File: src/hw/rtl/sib_pkg.sv
// ----------------------------------------------------------------------------
// sib_pkg
// Shared types and constants of the sample-in-ball challenge sampler.
// ----------------------------------------------------------------------------
package sib_pkg;

  localparam int NUM_COEFFS_DEF = 256;
  localparam int MODULUS_DEF    = 8380417;

  localparam int CMD_W    = 2;
  localparam int SIGN_W   = 64;
  localparam int BYTE_W   = 8;
  localparam int STATUS_W = 3;
  localparam int COEFF_W  = 23;
  localparam int WEIGHT_W = 7;
  localparam int SCUR_W   = 6;
  localparam int CODE_W   = 2;

  localparam logic [WEIGHT_W-1:0] WEIGHT_RST = 7'd39;
  localparam logic [WEIGHT_W-1:0] SIGN_CNT   = 7'd64;

  localparam logic [CMD_W-1:0] CMD_START = 2'd0;
  localparam logic [CMD_W-1:0] CMD_BYTE  = 2'd1;
  localparam logic [CMD_W-1:0] CMD_READ  = 2'd2;

  localparam logic [CODE_W-1:0] CODE_ZERO  = 2'd0;
  localparam logic [CODE_W-1:0] CODE_PLUS  = 2'd1;
  localparam logic [CODE_W-1:0] CODE_MINUS = 2'd2;

  typedef enum logic [STATUS_W-1:0] {
    ST_STARTED  = 3'd0,
    ST_REJECTED = 3'd1,
    ST_ACCEPTED = 3'd2,
    ST_IGNORED  = 3'd3,
    ST_READ     = 3'd4
  } status_t;

  typedef enum logic [1:0] {
    OP_START,
    OP_BYTE,
    OP_READ,
    OP_NOP
  } op_kind_t;

  typedef struct packed {
    op_kind_t            kind;
    logic [SIGN_W-1:0]   sign_word;
    logic [BYTE_W-1:0]   sample_byte;
    logic                ridx_ok;
    logic [BYTE_W-1:0]   read_index;
  } op_t;

endpackage

File: src/hw/rtl/sib_in_if.sv
// ----------------------------------------------------------------------------
// sib_in_if
// Command channel of the challenge sampler.
// ----------------------------------------------------------------------------
interface sib_in_if;
  logic                         valid;
  logic                         ready;
  logic [sib_pkg::CMD_W-1:0]    cmd;
  logic [sib_pkg::SIGN_W-1:0]   sign_word;
  logic [sib_pkg::BYTE_W-1:0]   sample_byte;
  logic [sib_pkg::BYTE_W-1:0]   read_index;

  modport source (output valid, output cmd, output sign_word, output sample_byte,
                  output read_index, input ready);
  modport sink (input valid, input cmd, input sign_word, input sample_byte,
                input read_index, output ready);
endinterface

File: src/hw/rtl/sib_out_if.sv
// ----------------------------------------------------------------------------
// sib_out_if
// Result channel of the challenge sampler.
// ----------------------------------------------------------------------------
interface sib_out_if;
  logic                          valid;
  logic                          ready;
  logic [sib_pkg::STATUS_W-1:0]  status;
  logic [sib_pkg::COEFF_W-1:0]   coeff_value;
  logic                          done_res;

  modport source (output valid, output status, output coeff_value, output done_res,
                  input ready);
  modport sink (input valid, input status, input coeff_value, input done_res,
                output ready);
endinterface

File: src/hw/rtl/sample_in_ball_sampler_core.sv
// ----------------------------------------------------------------------------
// sample_in_ball_sampler_core
// Sparse ternary challenge builder: a front end decodes command words into a
// two-entry queue, a back end shuffles coefficients in a single-write-port store.
// ----------------------------------------------------------------------------
// Timing: the back end handles one command at a time. A sample byte that is
// placed takes a store read plus sign write, then the write at the cursor
// through the one write port; a read waits for the registered store read;
// a rejected or ignored byte and any other word are answered from idle alone.
// A start returns its word at once, then sweeps the store to zero, one entry
// per cycle, before the next command runs; the same sweep follows reset.
// The queue keeps taking words during a sweep until it holds two. Results
// wait in a single output register; while that word is not taken the back
// end holds, and once the queue holds two the command side stalls as well.
module sample_in_ball_sampler_core #(
  parameter int NUM_COEFFS = sib_pkg::NUM_COEFFS_DEF,
  parameter int MODULUS    = sib_pkg::MODULUS_DEF
) (
  input  logic                          clk,
  input  logic                          rst_n,
  sib_in_if.sink                        in_if,
  sib_out_if.source                     out_if,
  input  logic                          cfg_we,
  input  logic [sib_pkg::WEIGHT_W-1:0]  cfg_wdata
);

  localparam int IDX_W = $clog2(NUM_COEFFS);

  logic                        push;
  sib_pkg::op_t                push_op;
  logic                        q_full;
  logic                        head_valid;
  sib_pkg::op_t                head_op;
  logic                        head_ready;
  logic                        ram_we;
  logic [IDX_W-1:0]            ram_waddr;
  logic [sib_pkg::CODE_W-1:0]  ram_wdata;
  logic [IDX_W-1:0]            ram_raddr;
  logic [sib_pkg::CODE_W-1:0]  ram_rdata;

  sib_front #(
    .NUM_COEFFS (NUM_COEFFS)
  ) u_front (
    .in_if   (in_if),
    .q_full  (q_full),
    .push    (push),
    .push_op (push_op)
  );

  sib_queue u_queue (
    .clk        (clk),
    .rst_n      (rst_n),
    .push       (push),
    .push_op    (push_op),
    .full       (q_full),
    .pop        (head_valid && head_ready),
    .head_valid (head_valid),
    .head_op    (head_op)
  );

  sib_back #(
    .NUM_COEFFS (NUM_COEFFS),
    .MODULUS    (MODULUS)
  ) u_back (
    .clk       (clk),
    .rst_n     (rst_n),
    .cfg_we    (cfg_we),
    .cfg_wdata (cfg_wdata),
    .op_valid  (head_valid),
    .op        (head_op),
    .op_ready  (head_ready),
    .ram_we    (ram_we),
    .ram_waddr (ram_waddr),
    .ram_wdata (ram_wdata),
    .ram_raddr (ram_raddr),
    .ram_rdata (ram_rdata),
    .out_if    (out_if)
  );

  sib_ram #(
    .WIDTH (sib_pkg::CODE_W),
    .DEPTH (NUM_COEFFS)
  ) u_store (
    .clk   (clk),
    .we    (ram_we),
    .waddr (ram_waddr),
    .wdata (ram_wdata),
    .raddr (ram_raddr),
    .rdata (ram_rdata)
  );

endmodule

File: src/hw/rtl/sib_ram.sv
// ----------------------------------------------------------------------------
// sib_ram
// Generic memory, one write port and one read port with registered read data.
// ----------------------------------------------------------------------------
module sib_ram #(
  parameter int WIDTH = 2,
  parameter int DEPTH = 256
) (
  input  logic                     clk,
  input  logic                     we,
  input  logic [$clog2(DEPTH)-1:0] waddr,
  input  logic [WIDTH-1:0]         wdata,
  input  logic [$clog2(DEPTH)-1:0] raddr,
  output logic [WIDTH-1:0]         rdata
);

  logic [WIDTH-1:0] mem_r [DEPTH];

  always_ff @(posedge clk) begin
    if (we) begin
      mem_r[waddr] <= wdata;
    end
    rdata <= mem_r[raddr];
  end

endmodule

File: src/hw/rtl/sib_front.sv
// ----------------------------------------------------------------------------
// sib_front
// Accepts command words and classifies them into queue operations.
// ----------------------------------------------------------------------------
module sib_front #(
  parameter int NUM_COEFFS = sib_pkg::NUM_COEFFS_DEF
) (
  sib_in_if.sink          in_if,
  input  logic            q_full,
  output logic            push,
  output sib_pkg::op_t    push_op
);

  localparam int CUR_W = $clog2(NUM_COEFFS + 1);
  localparam int CMP_W = (CUR_W > sib_pkg::BYTE_W) ? CUR_W : sib_pkg::BYTE_W;

  assign in_if.ready = !q_full;
  assign push        = in_if.valid && !q_full;

  always_comb begin
    push_op.sign_word   = in_if.sign_word;
    push_op.sample_byte = in_if.sample_byte;
    push_op.read_index  = in_if.read_index;
    push_op.ridx_ok     = CMP_W'(in_if.read_index) < CMP_W'(NUM_COEFFS);
    case (in_if.cmd)
      sib_pkg::CMD_START: push_op.kind = sib_pkg::OP_START;
      sib_pkg::CMD_BYTE:  push_op.kind = sib_pkg::OP_BYTE;
      sib_pkg::CMD_READ:  push_op.kind = sib_pkg::OP_READ;
      default:            push_op.kind = sib_pkg::OP_NOP;
    endcase
  end

endmodule

File: src/hw/rtl/sib_queue.sv
// ----------------------------------------------------------------------------
// sib_queue
// Two-entry operation queue between the front and back ends.
// ----------------------------------------------------------------------------
module sib_queue (
  input  logic          clk,
  input  logic          rst_n,
  input  logic          push,
  input  sib_pkg::op_t  push_op,
  output logic          full,
  input  logic          pop,
  output logic          head_valid,
  output sib_pkg::op_t  head_op
);

  sib_pkg::op_t q_r [2];
  logic         wr_ptr_r;
  logic         rd_ptr_r;
  logic [1:0]   count_r;

  assign full       = (count_r == 2'd2);
  assign head_valid = (count_r != 2'd0);
  assign head_op    = q_r[rd_ptr_r];

  always_ff @(posedge clk) begin
    if (!rst_n) begin
      wr_ptr_r <= 1'b0;
      rd_ptr_r <= 1'b0;
      count_r  <= 2'd0;
    end else begin
      if (push) begin
        wr_ptr_r <= !wr_ptr_r;
      end
      if (pop) begin
        rd_ptr_r <= !rd_ptr_r;
      end
      if (push && !pop) begin
        count_r <= count_r + 2'd1;
      end else if (pop && !push) begin
        count_r <= count_r - 2'd1;
      end
    end
  end

  always_ff @(posedge clk) begin
    if (push) begin
      q_r[wr_ptr_r] <= push_op;
    end
  end

endmodule

File: src/hw/rtl/sib_back.sv
// ----------------------------------------------------------------------------
// sib_back
// Executes queued operations on the coefficient store and holds the result word.
// ----------------------------------------------------------------------------
module sib_back #(
  parameter int NUM_COEFFS = sib_pkg::NUM_COEFFS_DEF,
  parameter int MODULUS    = sib_pkg::MODULUS_DEF
) (
  input  logic                              clk,
  input  logic                              rst_n,
  input  logic                              cfg_we,
  input  logic [sib_pkg::WEIGHT_W-1:0]      cfg_wdata,
  input  logic                              op_valid,
  input  sib_pkg::op_t                      op,
  output logic                              op_ready,
  output logic                              ram_we,
  output logic [$clog2(NUM_COEFFS)-1:0]     ram_waddr,
  output logic [sib_pkg::CODE_W-1:0]        ram_wdata,
  output logic [$clog2(NUM_COEFFS)-1:0]     ram_raddr,
  input  logic [sib_pkg::CODE_W-1:0]        ram_rdata,
  sib_out_if.source                         out_if
);

  localparam int IDX_W = $clog2(NUM_COEFFS);
  localparam int CUR_W = $clog2(NUM_COEFFS + 1);
  localparam int CMP_W = (CUR_W > sib_pkg::BYTE_W) ? CUR_W : sib_pkg::BYTE_W;
  localparam logic [CUR_W-1:0] CUR_END = CUR_W'(NUM_COEFFS);
  localparam logic [IDX_W-1:0] IDX_LAST = IDX_W'(NUM_COEFFS - 1);
  localparam logic [sib_pkg::COEFF_W-1:0] QM1 = sib_pkg::COEFF_W'(MODULUS - 1);

  typedef enum logic [1:0] {
    S_CLEAR,
    S_IDLE,
    S_SWAP,
    S_READ
  } state_t;

  state_t                          state_r, state_nxt;
  logic [IDX_W-1:0]                clr_cnt_r, clr_cnt_nxt;
  logic [CUR_W-1:0]                cursor_r, cursor_nxt;
  logic [sib_pkg::SIGN_W-1:0]      sign_r, sign_nxt;
  logic [sib_pkg::SCUR_W-1:0]      scur_r, scur_nxt;
  logic [sib_pkg::WEIGHT_W-1:0]    weight_r;
  logic [IDX_W-1:0]                cur_addr_r, cur_addr_nxt;
  logic                            same_r, same_nxt;
  logic                            rd_ok_r, rd_ok_nxt;
  logic                            res_valid_r, res_valid_nxt;
  sib_pkg::status_t                res_status_r, res_status_nxt;
  logic [sib_pkg::COEFF_W-1:0]     res_value_r, res_value_nxt;
  logic                            res_done_r, res_done_nxt;

  logic                            pop;
  logic                            acc_pop;
  logic                            load;
  sib_pkg::status_t                ld_status;
  logic [sib_pkg::COEFF_W-1:0]     ld_value;
  logic [sib_pkg::WEIGHT_W-1:0]    wcap;
  logic [sib_pkg::CODE_W-1:0]      sign_code;

  assign out_if.valid       = res_valid_r;
  assign out_if.status      = res_status_r;
  assign out_if.coeff_value = res_value_r;
  assign out_if.done_res    = res_done_r;

  assign wcap      = (weight_r > sib_pkg::SIGN_CNT) ? sib_pkg::SIGN_CNT : weight_r;
  assign sign_code = sign_r[scur_r] ? sib_pkg::CODE_MINUS : sib_pkg::CODE_PLUS;

  always_comb begin
    state_nxt     = state_r;
    clr_cnt_nxt   = clr_cnt_r;
    cursor_nxt    = cursor_r;
    sign_nxt      = sign_r;
    scur_nxt      = scur_r;
    cur_addr_nxt  = cur_addr_r;
    same_nxt      = same_r;
    rd_ok_nxt     = rd_ok_r;
    res_valid_nxt = res_valid_r;
    res_status_nxt = res_status_r;
    res_value_nxt = res_value_r;
    res_done_nxt  = res_done_r;
    ram_we        = 1'b0;
    ram_waddr     = clr_cnt_r;
    ram_wdata     = sib_pkg::CODE_ZERO;
    ram_raddr     = IDX_W'(op.read_index);
    load          = 1'b0;
    acc_pop       = 1'b0;
    ld_status     = sib_pkg::ST_IGNORED;
    ld_value      = '0;

    op_ready = (state_r == S_IDLE) && (!res_valid_r || out_if.ready);
    pop      = op_ready && op_valid;

    if (res_valid_r && out_if.ready) begin
      res_valid_nxt = 1'b0;
    end

    case (state_r)
      S_CLEAR: begin
        ram_we    = 1'b1;
        ram_waddr = clr_cnt_r;
        if (clr_cnt_r == IDX_LAST) begin
          state_nxt = S_IDLE;
        end else begin
          clr_cnt_nxt = clr_cnt_r + 1'b1;
        end
      end
      S_IDLE: begin
        if (pop) begin
          case (op.kind)
            sib_pkg::OP_START: begin
              cursor_nxt  = CUR_END - CUR_W'(wcap);
              sign_nxt    = op.sign_word;
              scur_nxt    = '0;
              clr_cnt_nxt = '0;
              state_nxt   = S_CLEAR;
              load        = 1'b1;
              ld_status   = sib_pkg::ST_STARTED;
            end
            sib_pkg::OP_BYTE: begin
              load = 1'b1;
              if (cursor_r >= CUR_END) begin
                ld_status = sib_pkg::ST_IGNORED;
              end else if (CMP_W'(op.sample_byte) > CMP_W'(cursor_r)) begin
                ld_status = sib_pkg::ST_REJECTED;
              end else begin
                acc_pop      = 1'b1;
                ld_status    = sib_pkg::ST_ACCEPTED;
                ram_we       = 1'b1;
                ram_waddr    = IDX_W'(op.sample_byte);
                ram_wdata    = sign_code;
                ram_raddr    = IDX_W'(op.sample_byte);
                cur_addr_nxt = cursor_r[IDX_W-1:0];
                same_nxt     = (CMP_W'(op.sample_byte) == CMP_W'(cursor_r));
                cursor_nxt   = cursor_r + 1'b1;
                scur_nxt     = scur_r + 1'b1;
                state_nxt    = S_SWAP;
              end
            end
            sib_pkg::OP_READ: begin
              ram_raddr = IDX_W'(op.read_index);
              rd_ok_nxt = op.ridx_ok;
              state_nxt = S_READ;
            end
            default: begin
              load      = 1'b1;
              ld_status = sib_pkg::ST_IGNORED;
            end
          endcase
        end
      end
      S_SWAP: begin
        ram_we    = !same_r;
        ram_waddr = cur_addr_r;
        ram_wdata = ram_rdata;
        state_nxt = S_IDLE;
      end
      S_READ: begin
        load      = 1'b1;
        ld_status = sib_pkg::ST_READ;
        if (rd_ok_r) begin
          case (ram_rdata)
            sib_pkg::CODE_PLUS:  ld_value = sib_pkg::COEFF_W'(1);
            sib_pkg::CODE_MINUS: ld_value = QM1;
            default:             ld_value = '0;
          endcase
        end
        state_nxt = S_IDLE;
      end
      default: begin
        state_nxt = S_IDLE;
      end
    endcase

    if (load) begin
      res_valid_nxt  = 1'b1;
      res_status_nxt = ld_status;
      res_value_nxt  = ld_value;
      res_done_nxt   = (cursor_nxt >= CUR_END);
    end
  end

  always_ff @(posedge clk) begin
    if (!rst_n) begin
      state_r     <= S_CLEAR;
      clr_cnt_r   <= '0;
      cursor_r    <= CUR_END;
      sign_r      <= '0;
      scur_r      <= '0;
      weight_r    <= sib_pkg::WEIGHT_RST;
      res_valid_r <= 1'b0;
    end else begin
      state_r      <= state_nxt;
      clr_cnt_r    <= clr_cnt_nxt;
      cursor_r     <= cursor_nxt;
      sign_r       <= sign_nxt;
      scur_r       <= scur_nxt;
      cur_addr_r   <= cur_addr_nxt;
      same_r       <= same_nxt;
      rd_ok_r      <= rd_ok_nxt;
      res_valid_r  <= res_valid_nxt;
      res_status_r <= res_status_nxt;
      res_value_r  <= res_value_nxt;
      res_done_r   <= res_done_nxt;
      if (cfg_we) begin
        weight_r <= cfg_wdata;
      end
    end
  end

  a_swap_one_cycle: assert property (@(posedge clk) disable iff (!rst_n)
    state_r == S_SWAP |=> state_r == S_IDLE)
    else $error("swap write did not finish in one cycle");

  a_cursor_range: assert property (@(posedge clk) disable iff (!rst_n)
    cursor_r <= CUR_END)
    else $error("cursor beyond end of store");

  a_accept_step: assert property (@(posedge clk) disable iff (!rst_n)
    acc_pop |=> cursor_r == $past(cursor_r) + 1'b1)
    else $error("accepted byte did not advance cursor by one");

  a_start_clears: assert property (@(posedge clk) disable iff (!rst_n)
    pop && op.kind == sib_pkg::OP_START |=> state_r == S_CLEAR && clr_cnt_r == '0)
    else $error("start did not begin a clear sweep");

  a_read_slot_free: assert property (@(posedge clk) disable iff (!rst_n)
    state_r == S_READ |-> !res_valid_r)
    else $error("read result would overwrite a pending word");

endmodule

File: src/flat_wrapper.sv
// flat-port wrapper written by rule: the top's interface ports become plain ports
module sample_in_ball_sampler_core_flat 
#(
  parameter int NUM_COEFFS = sib_pkg::NUM_COEFFS_DEF,
  parameter int MODULUS    = sib_pkg::MODULUS_DEF
)
  (clk, rst_n, cfg_we, cfg_wdata, in_if_valid, in_if_cmd, in_if_sign_word, in_if_sample_byte, in_if_read_index, in_if_ready, out_if_valid, out_if_status, out_if_coeff_value, out_if_done_res, out_if_ready);
  sib_in_if in_if_i ();
  sib_out_if out_if_i ();
  input  logic clk;
  input  logic rst_n;
  input  logic cfg_we;
  input  logic [sib_pkg::WEIGHT_W-1:0] cfg_wdata;
  input wire logic [$bits(in_if_i.valid)-1:0] in_if_valid;
  input wire logic [$bits(in_if_i.cmd)-1:0] in_if_cmd;
  input wire logic [$bits(in_if_i.sign_word)-1:0] in_if_sign_word;
  input wire logic [$bits(in_if_i.sample_byte)-1:0] in_if_sample_byte;
  input wire logic [$bits(in_if_i.read_index)-1:0] in_if_read_index;
  output wire logic [$bits(in_if_i.ready)-1:0] in_if_ready;
  output wire logic [$bits(out_if_i.valid)-1:0] out_if_valid;
  output wire logic [$bits(out_if_i.status)-1:0] out_if_status;
  output wire logic [$bits(out_if_i.coeff_value)-1:0] out_if_coeff_value;
  output wire logic [$bits(out_if_i.done_res)-1:0] out_if_done_res;
  input wire logic [$bits(out_if_i.ready)-1:0] out_if_ready;
  assign in_if_i.valid = in_if_valid;
  assign in_if_i.cmd = in_if_cmd;
  assign in_if_i.sign_word = in_if_sign_word;
  assign in_if_i.sample_byte = in_if_sample_byte;
  assign in_if_i.read_index = in_if_read_index;
  assign in_if_ready = in_if_i.ready;
  assign out_if_valid = out_if_i.valid;
  assign out_if_status = out_if_i.status;
  assign out_if_coeff_value = out_if_i.coeff_value;
  assign out_if_done_res = out_if_i.done_res;
  assign out_if_i.ready = out_if_ready;
  sample_in_ball_sampler_core #(.NUM_COEFFS(NUM_COEFFS), .MODULUS(MODULUS)) u_core (.clk(clk), .rst_n(rst_n), .in_if(in_if_i), .out_if(out_if_i), .cfg_we(cfg_we), .cfg_wdata(cfg_wdata));
endmodule
File: config.mk
export PLATFORM = sky130hd
export DESIGN_NAME = sample_in_ball_sampler_core_flat
export DESIGN_NICKNAME = d
export VERILOG_FILES = /design/src/hw/rtl/sib_pkg.sv /design/src/hw/rtl/sib_in_if.sv /design/src/hw/rtl/sib_out_if.sv /design/src/hw/rtl/sample_in_ball_sampler_core.sv /design/src/hw/rtl/sib_ram.sv /design/src/hw/rtl/sib_front.sv /design/src/hw/rtl/sib_queue.sv /design/src/hw/rtl/sib_back.sv /design/src/flat_wrapper.sv
export SDC_FILE = /design/constraint.sdc
export NUM_CORES = 1
export LEC_CHECK = 0
export ABC_AREA = 1
export BUFFER_PORTS_ARGS = -buffer_cell sky130_fd_sc_hd__buf_2
export CORE_UTILIZATION = 59
export CTS_CLUSTER_SIZE = 28
export DETAILED_ROUTE_END_ITERATION = 10
export PLACE_DENSITY_LB_ADDON = 0.08
export SLEW_MARGIN = 20
export SYNTH_ARGS = -nofsm -noshare
export SYNTH_HDL_FRONTEND = slang
export SYNTH_SLANG_ARGS = --single-unit
File: constraint.sdc
create_clock -name clk -period 12.74 [get_ports clk]
set_clock_uncertainty 0.1 [all_clocks]
set_input_delay 1.274 -clock clk [delete_from_list [all_inputs] [get_ports clk]]
set_output_delay 1.274 -clock clk [all_outputs]
set_load 0.005 [all_outputs]
==> Flow_metrics.wiki <==
{| class="wikitable"
! Metric !! Value
|-
| Number of cells on the worst reg-to-reg path || 25
|-
| Final critical delay including setup and external delays || 6.89 ns
|-
| Filler cell count || ~4600
|-
| Global router's overall resource usage || 0.288
|-
| Count of cell types in the netlist || 48
|-
| Sequential cell area || 0.0228 mm2
|-
| Total die area || ~0.06 mm2
|-
| Clock transition at the registers of the reported paths || roughly 0.06 ns
|-
| Maximum fanout encountered on the critical timing path || 83
|-
| Worst Hold Launch || u_core.u_queue.rd_ptr_r
|-
| Post-placement setup slack || slightly below 6 ns
|-
| Final Max Tran Viols || 0
|-
| Die boundary width || about 250 um
|-
| Detailed-placement wirelength estimate || between 40 and 50 mm
|-
| First-pass GRT wire length || ~130 mm
|-
| CTS tree || yes
|-
| Number of H-tree branching levels || 3
|-
| Cell depth of the worst min-delay path || 1
|-
| Hold/Removal Path Class || reg2reg
|-
| Final count of negative-setup-slack endpoints || 0
|-
| Inserted Clock Buffers || 82
|-
| Gate count after technology mapping || about 3400
|-
| Placed Cells || slightly above 4000
|-
| Commonest non-fill, non-tap cell in the layout || nand2_1
|-
| Final worst path period share || 0.541
|-
| Transition time of the tightest slew-check pin || ~1.3 ns
|-
| Vias in the first global route || between 20000 and 25000
|-
| Total non-filler cell area in the finished layout || a little under 0.04 mm2
|-
| Syn-to-layout area delta || 9.84%
|-
| Number of hold buffers added after cts || 0
|-
| Worst VDD drop || 121 uV
|-
| Endpoint of the most critical register-to-register path || u_core.u_store.rdata[1]
|-
| Resized Gates After CTS || 0
|-
| Share of layout cells above drive strength 1 || 0.110
|-
| First DRT Iteration DRCs || between 2000 and 3000
|-
| Number of enable flip-flop cells after synthesis || approximately 700
|-
| Maximum number of pins on one net before global-route repair || around 260
|-
| Worst path arrival time || 7.30 ns
|-
| Clock root buffer || clkbuf_16
|-
| Power Total || around 7.2 mW
|-
| Min setup slack post-route || slightly below 6 ns
|-
| Buffers added on ports || 110
|-
| Die height || around 250 um
|-
| Starting Density || 0.598
|-
| Peak Freq || between 100 and 150 MHz
|-
| I/O pin cnt || 123
|-
| Hold Fails Final Rpt || 0
|-
| Maximum number of buffers from clock root to sink || 3
|-
| DRC || 0
|-
| Remaining global-route overflow || 0
|-
| Number of clock sinks || just under 800
|-
| Max-cap violation count || 0
|-
| Unrepaired setup endpoints after global routing || no
|-
| Multi-input gate area in the final layout || approximately 0.010 mm2
|-
| GPL Wtd Cong || 0.886
|-
| Asr flop ratio synth || 0
|-
| Lkg Pwr || 14.6 nW
|-
| Dominant synthesized flop cell || edfxtp_1
|-
| Detailed-routing iteration count for the pre-antenna-repair pass || 8
|-
| Final total negative setup slack || 0 ns
|-
| Final routed wire length divided by cell count || 20.3 um
|-
| Avg Cell Area, Syn || 10.3 um2
|-
| Post-place instance area || 0.0361 mm2
|-
| Start-to-end type of the worst setup path || reg2reg
|-
| Hold slack final || roughly 0.37 ns
|-
| Final ANT Viol Nets || 0
|-
| Area of the core || approximately 0.059 mm2
|-
| Kind of start point of the critical path || flop
|-
| R2r setup slk || slightly below 6 ns
|-
| Highest-count cells in the layout ignoring fill and taps || 725 x nand2_1, 691 x edfxtp_1, 457 x nand3_1
|-
| Non-filler cells, final || approximately 4300
|-
| Vias after detailed routing || between 20000 and 25000
|-
| Cell area power density || ~190 mW/mm2
|-
| Slew HR || 0.140
|-
| Seq cells post-synth || roughly 800
|-
| Cell area after synthesis || 0.0353 mm2
|-
| Clock insertion delay at the later pin of the skew report || between 0.6 and 0.7 ns
|-
| Antenna violations before repair || 2
|-
| Row count || between 80 and 90
|-
| Outcome || finished, final reports clean
|-
| Routed vias/inst || around 5.8
|-
| Warnings, synthesis || 0
|-
| Routed Wire Length || 87.0 mm
|-
| Setup crit end kind || flop
|-
| Post-route core utilization || 0.656
|-
| Sequential-to-total area share from yosys stat || 0.647
|-
| Post-CTS setup buffer count || 0
|-
| Net count, final || 3558
|-
| Required time reported for the critical path endpoint || roughly 13 ns
|}
==> sequential cells by signal, indices dropped and copies added, names as in the netlist, named ones only <==
name                              cells
u_core.u_back.out_if.coeff_value      2
u_core.u_store.rdata                  2
u_core.u_queue.wr_ptr_r               1
u_core.u_back.scur_r                  6
u_core.u_back.out_if.valid            1
u_core.u_queue.q_r                  164
u_core.u_back.same_r                  1
u_core.u_back.sign_r                 64
u_core.u_back.cursor_r                3
u_core.u_back.clr_cnt_r               8
u_core.u_back.out_if.done_res         1
u_core.u_back.out_if.status           3
u_core.u_queue.count_r                2
u_core.u_queue.rd_ptr_r               1
u_core.u_store.mem_r                512
u_core.u_back.cur_addr_r              8
u_core.u_back.state_r                 2
u_core.u_back.weight_r                7
==> critical path: stages, from the launching register on <==
cell and delay, ns:
dfxtp_2 0.31, buf_4 0.71, inv_2 0.07, buf_4 0.39, nand2_1 0.15, nand2_1 0.10
ha_1 0.31, nand2_1 0.09, nor2_4 0.14, nand3_2 0.08, nand3_2 0.10, nand2_2 0.10
nand3_4 0.13, nand2_4 0.52, nand2_4 0.62, buf_4 0.73, buf_4 0.84, nand2_1 0.11
nand3_1 0.11, nand3_1 0.10, nand3_1 0.11, nand3_1 0.24, nand3_1 0.19, nand3_1 0.09
nand3_1 0.12, nand2_1 0.09
==> cell usage after synthesis (2+ instances only) <==
master,count,area share
clkbuf_1,108,0.011
nand2_2,20,0.0035
o21ai_2,2,0.00050
a31oi_1,71,0.013
o21ai_0,141,0.020
or2_2,5,0.00089
nor3b_1,4,0.00085
mux2i_1,7,0.0020
buf_4,21,0.0045
nand2_1,730,0.078
o211ai_1,31,0.0066
nand4_1,8,0.0014
a21oi_1,60,0.0085
dfxtp_1,104,0.059
a211oi_1,2,0.00043
a22oi_2,6,0.0021
edfxtp_1,691,0.59
inv_2,14,0.0015
nand2_4,4,0.0013
buf_6,5,0.0016
nor2_1,261,0.028
nand3_1,457,0.065
buf_2,71,0.010
nor2_4,9,0.0029
nor2_2,44,0.0078
o21ai_1,9,0.0013
o22ai_1,5,0.00089
nor3_1,10,0.0014
inv_1,345,0.037
buf_1,25,0.0027
nand3b_1,124,0.026
nand3_2,2,0.00057
ha_1,22,0.0078
==> routing by layer <==
metal	vias to the layer above	track usage	part of all wire
met5	-	0	0.00015
met4	2	0.0953	0.029
met3	178	0.0440	0.073
met2	985	0.486	0.49
met1	12000	0.381	0.41
li1	11700	-	-
==> layout make-up <==
cell class              instances  share of cell area
flip-flops and latches        795               0.589
clock inverters                44              0.0109
clock buffers                 107              0.0564
well taps                     773              0.0250
diodes                          1           0.0000646
inverters                     361              0.0351
repair buffers                144              0.0215
multi-input cells            2058               0.262
==> how the worst max path moves through the flow <==
stage                                 endpoint  startpoint  cells past startpoint  slack (ns)
finish                 u_core.u_store.rdata[1]        flop                     25        5.85
global route           u_core.u_store.rdata[0]        flop                     24        5.31
CTS                    u_core.u_store.rdata[1]        flop                     25        5.90
detailed placement     u_core.u_store.rdata[0]        flop                     24        5.92
global placement       u_core.u_store.rdata[0]        flop                     24        6.05
floorplan           u_core.u_store.mem_r[0][0]        flop                     14        1.64
==> report_power, final <==
group | leakage, nW | internal, mW | switching (mW)
Sequential | 6.96 | 3.01 | 0.0549
Clock | 1.27 | 1.32 | 1.01
Combinational | 6.36 | 0.420 | 1.39
==> kinds of logic after synthesis <==
group | after synthesis | share of synthesized area
other | 1 | 0.000106
and+or+nand+nor | 1682 | 0.219
DFF | 795 | 0.647
buffers and inverters | 591 | 0.0688
AOI/OAI and AO/OA | 335 | 0.0553
adders and majority gates | 22 | 0.00780
muxes | 7 | 0.00199
Note: power is estimated with default switching activity, not from simulation.
